$ cat src/design/ste_pkg.sv
// Shared types, codes and constants for the sorted table engine.
`default_nettype none

package ste_pkg;

    localparam int DEPTH_DEF = 256;

    localparam logic [8:0] CAP_RESET = 9'd256;

    localparam logic [1:0] OP_INSERT = 2'd0;
    localparam logic [1:0] OP_LOOKUP = 2'd1;
    localparam logic [1:0] OP_REMOVE = 2'd2;

    localparam logic [1:0] ST_OK        = 2'd0;
    localparam logic [1:0] ST_FULL      = 2'd1;
    localparam logic [1:0] ST_BAD_INDEX = 2'd2;

    // read address source
    localparam logic [1:0] RD_DN = 2'd0;  // next pointer minus one
    localparam logic [1:0] RD_UP = 2'd1;  // next pointer plus one
    localparam logic [1:0] RD_IX = 2'd2;  // request index

    typedef struct packed {
        logic [1:0]  opcode;
        logic [63:0] key;
        logic [7:0]  index;
    } t_in_word;

    typedef struct packed {
        logic [63:0] value;
        logic [8:0]  count;
        logic [1:0]  status;
    } t_out_word;

    typedef enum logic [2:0] {
        S_IDLE,
        S_DECODE,
        S_INS_SCAN,
        S_INS_KEY,
        S_REM_SHIFT,
        S_REM_END,
        S_LK_DATA,
        S_DONE
    } t_state;

    typedef struct packed {
        logic       load;
        logic       rd_en;
        logic [1:0] rd_mode;
        logic       ptr_dec;
        logic       ptr_inc;
        logic       wr_shift;
        logic       wr_key;
        logic       cnt_inc;
        logic       cnt_dec;
        logic       set_stat;
        logic [1:0] stat;
        logic       lk_cap;
        logic       out_load;
    } t_cmd;

    typedef struct packed {
        logic [1:0] op;
        logic       full;
        logic       bad_idx;
        logic       ptr_zero;
        logic       ptr_one;
        logic       rem_last;
        logic       rem_last2;
        logic       data_ge;
        logic       out_free;
    } t_stat;

endpackage

`default_nettype wire

$ cat src/design/ste_ctrl.sv
// Sequencer for insert, lookup and remove passes over the table memory.
`default_nettype none

module ste_ctrl
    import ste_pkg::*;
(
    input  wire logic  i_clk,
    input  wire logic  i_rst_n,
    input  wire logic  i_in_valid,
    output logic       o_in_ready,
    input  wire t_stat i_stat,
    output t_cmd       o_cmd
);

    t_state r_state;
    t_state n_state;

    always_ff @(posedge i_clk) begin
        if (!i_rst_n) begin
            r_state <= S_IDLE;
        end else begin
            r_state <= n_state;
        end
    end

    always_comb begin
        n_state = r_state;
        case (r_state)
            S_IDLE: begin
                if (i_in_valid) n_state = S_DECODE;
            end
            S_DECODE: begin
                case (i_stat.op)
                    OP_INSERT: begin
                        if (i_stat.full)          n_state = S_DONE;
                        else if (i_stat.ptr_zero) n_state = S_INS_KEY;
                        else                      n_state = S_INS_SCAN;
                    end
                    OP_LOOKUP: begin
                        n_state = i_stat.bad_idx ? S_DONE : S_LK_DATA;
                    end
                    OP_REMOVE: begin
                        if (i_stat.bad_idx)       n_state = S_DONE;
                        else if (i_stat.rem_last) n_state = S_REM_END;
                        else                      n_state = S_REM_SHIFT;
                    end
                    default: n_state = S_DONE;
                endcase
            end
            S_INS_SCAN: begin
                if (!i_stat.data_ge || i_stat.ptr_one) n_state = S_INS_KEY;
            end
            S_INS_KEY:   n_state = S_DONE;
            S_REM_SHIFT: begin
                if (i_stat.rem_last2) n_state = S_REM_END;
            end
            S_REM_END:   n_state = S_DONE;
            S_LK_DATA:   n_state = S_DONE;
            S_DONE: begin
                if (i_stat.out_free) n_state = S_IDLE;
            end
            default:     n_state = S_IDLE;
        endcase
    end

    always_comb begin
        o_cmd      = '0;
        o_in_ready = 1'b0;
        case (r_state)
            S_IDLE: begin
                o_in_ready = 1'b1;
                o_cmd.load = i_in_valid;
            end
            S_DECODE: begin
                o_cmd.set_stat = 1'b1;
                o_cmd.stat     = ST_OK;
                case (i_stat.op)
                    OP_INSERT: begin
                        if (i_stat.full) begin
                            o_cmd.stat = ST_FULL;
                        end else if (!i_stat.ptr_zero) begin
                            o_cmd.rd_en   = 1'b1;
                            o_cmd.rd_mode = RD_DN;
                        end
                    end
                    OP_LOOKUP: begin
                        if (i_stat.bad_idx) begin
                            o_cmd.stat = ST_BAD_INDEX;
                        end else begin
                            o_cmd.rd_en   = 1'b1;
                            o_cmd.rd_mode = RD_IX;
                        end
                    end
                    OP_REMOVE: begin
                        if (i_stat.bad_idx) begin
                            o_cmd.stat = ST_BAD_INDEX;
                        end else if (!i_stat.rem_last) begin
                            o_cmd.rd_en   = 1'b1;
                            o_cmd.rd_mode = RD_UP;
                        end
                    end
                    default: o_cmd.stat = ST_OK;
                endcase
            end
            S_INS_SCAN: begin
                // entry below the hole is not less than the key: move it up
                if (i_stat.data_ge) begin
                    o_cmd.wr_shift = 1'b1;
                    o_cmd.ptr_dec  = 1'b1;
                    if (!i_stat.ptr_one) begin
                        o_cmd.rd_en   = 1'b1;
                        o_cmd.rd_mode = RD_DN;
                    end
                end
            end
            S_INS_KEY: begin
                o_cmd.wr_key  = 1'b1;
                o_cmd.cnt_inc = 1'b1;
            end
            S_REM_SHIFT: begin
                o_cmd.wr_shift = 1'b1;
                o_cmd.ptr_inc  = 1'b1;
                if (!i_stat.rem_last2) begin
                    o_cmd.rd_en   = 1'b1;
                    o_cmd.rd_mode = RD_UP;
                end
            end
            S_REM_END: o_cmd.cnt_dec = 1'b1;
            S_LK_DATA: o_cmd.lk_cap  = 1'b1;
            S_DONE:    o_cmd.out_load = i_stat.out_free;
            default:   o_cmd = '0;
        endcase
    end

endmodule

`default_nettype wire

$ cat config.mk
export PLATFORM = sky130hd
export DESIGN_NAME = ste_ctrl
export DESIGN_NICKNAME = d
export VERILOG_FILES = /design/src/design/ste_pkg.sv /design/src/design/ste_ctrl.sv
export SDC_FILE = /design/constraint.sdc
export NUM_CORES = 1
export LEC_CHECK = 0
export ABC_AREA = 1
export BUFFER_PORTS_ARGS = -buffer_cell sky130_fd_sc_hd__buf_2
export CORE_MARGIN = 2
export CORE_UTILIZATION = 30
export DETAILED_ROUTE_END_ITERATION = 7
export PLACE_DENSITY_LB_ADDON = 0.1
export SLEW_MARGIN = 20
export SYNTH_ARGS = -nofsm -noshare
export SYNTH_HDL_FRONTEND = slang
export SYNTH_SLANG_ARGS = --single-unit
$ cat constraint.sdc
create_clock -name i_clk -period 1.6 [get_ports i_clk]
set_clock_uncertainty 0.2 [all_clocks]
set_input_delay 0.24 -clock i_clk [delete_from_list [all_inputs] [get_ports i_clk]]
set_output_delay 0.24 -clock i_clk [all_outputs]
set_load 0.01 [all_outputs]
==> results.ini, run 1 <==
[clock_tree]
cts_root_buffer=clkbuf_4
clock-sinks=3
cts_max_level=1
clkTransAtPathRegs_ns=0.03
numCtsBuffers=3
worstSkewPairLatency_ns=0.23
cts_tree=yes
clk_path_buf_depth=2

[final_layout]
insertedDiodeCount=0
area_growth_pct=64.6
multi_input_area_sq_um=444
fillers=189
drive_above_1_share_pct=50.0
top_register=r_state
final_cells=161
reg_top3=r_state: 3 flops
regArea_sq_um=71.3
largest_reg_flops=3
nets=155

[grt]
grt-ovfl-total=0
grt_use_met2_pct=28.2
use_met3_pct=3.46
grt_pass1_vias=626
grt_max_degree=10
grt_use_total_pct=15.5
antenna_found_initial=0
busiest_layer=met2
met1_usage_pct=19.2
grt_first_pass_wirelength_um=2460

[power]
power_leakage_nw=0.527
report.power.total_mw=1.22
vdd_ir_drop_max_v=0.000992
power_density_nw_per_um2=1340

[die]
io_pins=29
die-area_sq_um=2200
core_sq_um=1730
die_y_um=46.9
fp.dieW_um=46.9
initial_utilization_pct=32.0
rows=15

[detailed_routing]
wl_um=1530
drtAntennaViolNets=0
wl_per_cell_um=9.49
initialDrtViolationCount=5
drt-pass1-iter-count=2
viasPerCell=4.46
drc=0
vias=718

[placed_design]
gp_congestion=0.848
hpwl_um=1220
port_buffers=28
dp_cells=151

[synthesis]
postSynthAreaPerCell_sq_um=6.06
synthCells=91
synth.net_count=109
yosysSeqAreaShare_pct=10.9
yosysUniqueCellTypes=25
synth_area_leader_cell=nand2_1
syn_area_sq_um=552
synth.area.top_cells=nand2_1 (12%), ha_1 (11%), dfxtp_1 (11%)
ys_seq_elements=3
synth_top_area_share_pct=11.6
yosys_warnings=0

[worst_setup_path]
crit_path_start=r_state[1]
endpoint_kind=primary output
arrival_ns=1.23
reg2reg_from=r_state[1]
r2r_cells=9
r2r-end=r_state[1]
cp-start-kind=flop
r2r_slack_ns=0.16
required_ns=1.16
critical_path.endpoint=o_cmd[13]
crit_fanout=4
path_class=reg -> out

[sta]
fmax_mhz=599
worst_slew_pin_slew_ns=0.205
max-slew-margin-rel_pct=86.2
finalHoldViolations=0
setup_viol=7
fin_crit_ns=1.67
rsz0062_at_grt=true
period_share_pct=104
slew_viol_final=0
layout_setup_ws_ns=-0.0694

[status]
violations=negative setup slack
outcome=complete, but fails checks

[job]
maxCapViolCount=0

[worst_hold_path]
hp-class=in -> reg

## worst max-delay path, cell delays in order, from the launching register on
cell and delay (ns):
dfxtp_4 0.36, inv_4 0.06, nand2_4 0.05, nor2_4 0.12
nand2_4 0.07, o21ai_2 0.11, nand3b_1 0.11, buf_2 0.13
## layer usage
layer,part of all wire (%),wire length (um),vias to the layer above
li1,-,-,383
met1,43,661,322
met2,53,817,13
met3,3.2,49,0
met4,0,0,0
met5,0,0,-
## cell families after synthesis
| logic type | after synthesis | synth area share [%] |
|---|---|---|
| compound gates | 12 | 13.4 |
| fa+ha+maj | 5 | 11.3 |
| buf+inv | 19 | 16.3 |
| flops | 3 | 10.9 |
| simple gates | 52 | 48.1 |
## cell type report
type	instances	area share, %
flip-flops and latches	3	7.85
well taps	25	3.44
clock buffers	4	2.89
inverters	16	7.16
repair buffers	44	29.8
multi-input cells	69	48.9
## cells in the final DEF, fill, tap and decap left out, drive strengths merged
| cell | n |
|---|---|
| buf | 44 |
| nand2 | 19 |
| nor2 | 17 |
| inv | 16 |
| nand3 | 8 |
| ha | 5 |
| o21ai | 5 |
| clkbuf | 4 |
| a21oi | 3 |
| dfxtp | 3 |
| nor3 | 3 |
| nand4 | 2 |
| o21bai | 2 |
| nand3b | 2 |
| nor4 | 1 |
| o31ai | 1 |
| o211ai | 1 |
## power breakdown
part | switching [mW] | internal (mW) | total, mW
registers | 0.0784 | 0.125 | 0.203
logic | 0.468 | 0.419 | 0.887
clock network | 0.0346 | 0.0931 | 0.128
total | 0.581 | 0.637 | 1.22
## through the flow
step           setup TNS, ns  worst slack, ns  util [%]  area (sq um)  hold slack (ns)
4_1_cts               -0.296          -0.0924      49.8           860           0.0447
3_5_place_dp         -0.0700          -0.0468      44.5           768            0.296
6_report              -0.226          -0.0694      52.6           908           0.0523
3_3_place_gp         -0.0109          -0.0109      44.5           768            0.294
2_1_floorplan              0           0.0395         -           552            0.160
5_1_grt               -0.771           -0.153      52.6           908           0.0586
## synthesized netlist by cell type (all sizes together)
| library cell | n |
|---|---|
| nor2 | 17 |
| o21ai | 5 |
| dfxtp | 3 |
| buf | 3 |
| o31ai | 1 |
| nor4 | 1 |
| ha | 5 |
| nand3b | 2 |
| o21bai | 2 |
| nand4 | 2 |
| nand3 | 8 |
| inv | 16 |
| o211ai | 1 |
| nor3 | 3 |
| a21oi | 3 |
| nand2 | 19 |
## how the worst min path moves through the flow
stage / slack (ns) / endpoint / from / cells after the start
finish: 0.05 / r_state[1] / i_rst_n / 3
global route: 0.06 / r_state[1] / i_rst_n / 3
CTS: 0.04 / r_state[2] / i_rst_n / 3
detailed placement: 0.30 / r_state[1] / i_rst_n / 3
global placement: 0.29 / r_state[0] / i_rst_n / 3
floorplan: 0.16 / r_state[2] / i_rst_n / 2
## timing repair
action | CTS | global route
hold buffers | 0 | 0
setup endpoints to repair | 16 | 15
pin swaps | 1 | 2
gates resized for setup | 9 | 13
setup buffers | 6 | 0
Power figures use the tool's default switching activity.
==> inputs of run 2 (changes only) <==
- GPL_TIMING_DRIVEN: unset -> 0
==> results.ini, run 2 (same netlist as run 1, synthesis figures left out) <==
[status]
outcome=complete, but fails checks
violations=negative setup slack

[final_layout]
largest_reg_flops=3  ; unchanged
regArea_sq_um=68.8  ; -3.5%
final_cells=160  ; -0.62%
top_register=r_state
insertedDiodeCount=0  ; unchanged
utilization_pct=55.0  ; +2.4 points
reg_top3=r_state: 3 flops
final_common_cell=buf_2
area_growth_pct=72.1
fillers=181  ; -4.2%
nets=154  ; -0.65%
final_cell_area_sq_um=950  ; +4.5%
drive_above_1_share_pct=51.9  ; +1.9 points
final_cell_mix=buf_2 (25), nand2_1 (15), nor2_1 (13), buf_4 (13), inv_1 (11)
multi_input_area_sq_um=460  ; +3.7%

[grt]
use_met3_pct=1.54  ; -1.9 points
grt_use_met2_pct=24.4  ; -3.8 points
grt-ovfl-total=0  ; unchanged
antenna_found_initial=0  ; unchanged
busiest_layer=met2
met1_usage_pct=20.0  ; +0.73 points
grt_pass1_vias=609  ; -2.7%
grt_max_degree=11  ; +1
grt_use_total_pct=14.4  ; -1.1 points
grt_first_pass_wirelength_um=2390  ; -3.1%

[placed_design]
placed_area_sq_um=723  ; -5.9%
gp_congestion=0.840  ; -0.98%
dp_cells=144  ; -4.6%
hpwl_um=1140  ; -6.1%
port_buffers=28  ; unchanged
place_ws_ns=-0.0596  ; -0.0129 ns

[sta]
period_share_pct=106  ; +1.7 points
finalHoldViolations=0  ; unchanged
setup_viol=6  ; -1
fmax_mhz=590  ; -1.6%
max-slew-margin-rel_pct=87.1  ; +0.85 points
rsz0062_at_grt=true
fin_setup_tns_ns=-0.325  ; -0.0999 ns
fin_crit_ns=1.70  ; +0.0269 ns
layout_setup_ws_ns=-0.0963  ; -0.0269 ns
worst_slew_pin_slew_ns=0.192  ; -0.0128 ns
slew_viol_final=0  ; unchanged
whs_ns=0.0519  ; -0.000469 ns

[worst_setup_path]
r2r_cells=8  ; -1
cpPeakStageDelay_ns=0.38  ; +0.02 ns
arrival_ns=1.26  ; +0.03 ns
crit_fanout=4  ; unchanged
path_cells=inv_4, buf_4, nor2_4, nand3_4, nand3b_1, buf_2
r2r_slack_ns=0.08  ; -0.08 ns
endpoint_kind=primary output
reg2reg_from=r_state[2]
cp-start-kind=flop
path_class=reg -> out
required_ns=1.16  ; about the same
r2r-end=r_state[0]
slowest_stage=dfxtp_4

[clock_tree]
numCtsBuffers=3  ; unchanged
cts_root_buffer=clkbuf_4
cts_tree=yes
clock-sinks=3  ; unchanged
cts_max_level=1  ; unchanged
clkTransAtPathRegs_ns=0.04  ; about the same
clk_path_buf_depth=2  ; unchanged
worstSkewPairLatency_ns=0.23  ; about the same

[detailed_routing]
drtAntennaViolNets=0  ; unchanged
drc=0  ; unchanged
drt-pass1-iter-count=4  ; +2
viasPerCell=4.56  ; +2.2%
initialDrtViolationCount=16  ; +11
vias=729  ; +1.5%
wl_um=1570  ; +2.7%
wl_per_cell_um=9.81  ; +3.3%

[worst_hold_path]
hold_start=i_rst_n
min_to=r_state[2]
hold_depth=3  ; unchanged
hp-class=in -> reg

[power]
power_density_nw_per_um2=1400  ; +4.4%
power_leakage_nw=0.531  ; +0.77%
report.power.total_mw=1.33  ; +9.1%
vdd_ir_drop_max_v=0.000919  ; -7.4%

[die]
io_pins=29  ; unchanged
core_sq_um=1730  ; unchanged
rows=15  ; unchanged
die-area_sq_um=2200  ; unchanged
die_y_um=46.9  ; unchanged
initial_utilization_pct=32.0  ; unchanged
fp.dieW_um=46.9  ; unchanged

[job]
maxCapViolCount=0  ; unchanged

[run 2: worst max-delay path, delay by kind of cell, from the launching register on]
| family | cells | cell delay (ns) |
|---|---|---|
| flip-flops | 1 | 0.38 |
| AND/OR/NAND/NOR | 3 | 0.32 |
| buffers and inverters | 3 | 0.32 |
[run 2: worst max-delay path by stage]
stage	startpoint	endpoint	slack [ns]	cells after the start
finish	r_state[1]	o_cmd[13]	-0.1	6
CTS	r_state[1]	o_cmd[13]	-0.15	7
floorplan	r_state[1]	o_cmd[13]	0.04	6
global placement	i_stat[9]	o_cmd[13]	-0.05	8
detailed placement	i_stat[9]	o_cmd[13]	-0.06	8
global route	r_state[1]	o_cmd[8]	-0.14	6
[run 2: power by group]
part           switching (mW)  leakage [nW]  internal, mW
sequential             0.0496        0.0264         0.121
clock                  0.0356        0.0150        0.0932
combinational           0.547         0.490         0.482
[run 2: final cells by class]
cell class | instances | share of cell area [%]
tap | 25 | 3.29
buffer | 1 | 1.19
multi-input combinational | 69 | 48.5
clock buffer | 4 | 2.77
inverter | 16 | 7.91
sequential | 3 | 7.25
timing repair buffer | 42 | 29.1
[run 2: routing by layer]
| metal | vias up | routed length [um] |
|---|---|---|
| li1 | 382 | - |
| met3 | 0 | 75 |
| met5 | - | 0 |
| met4 | 0 | 0 |
| met1 | 329 | 718 |
| met2 | 18 | 776 |
[run 2: timing repair]
| action | in CTS | in global routing |
|---|---|---|
| setup buffers | 9 | 5 |
| endpoints found under the setup margin | 11 | 12 |
| hold buffers | 0 | 0 |
| cloned | 0 | 0 |
| gates resized for setup | 9 | 21 |
| hold endpoints to repair | 0 | 0 |
| pin swaps | 4 | 10 |
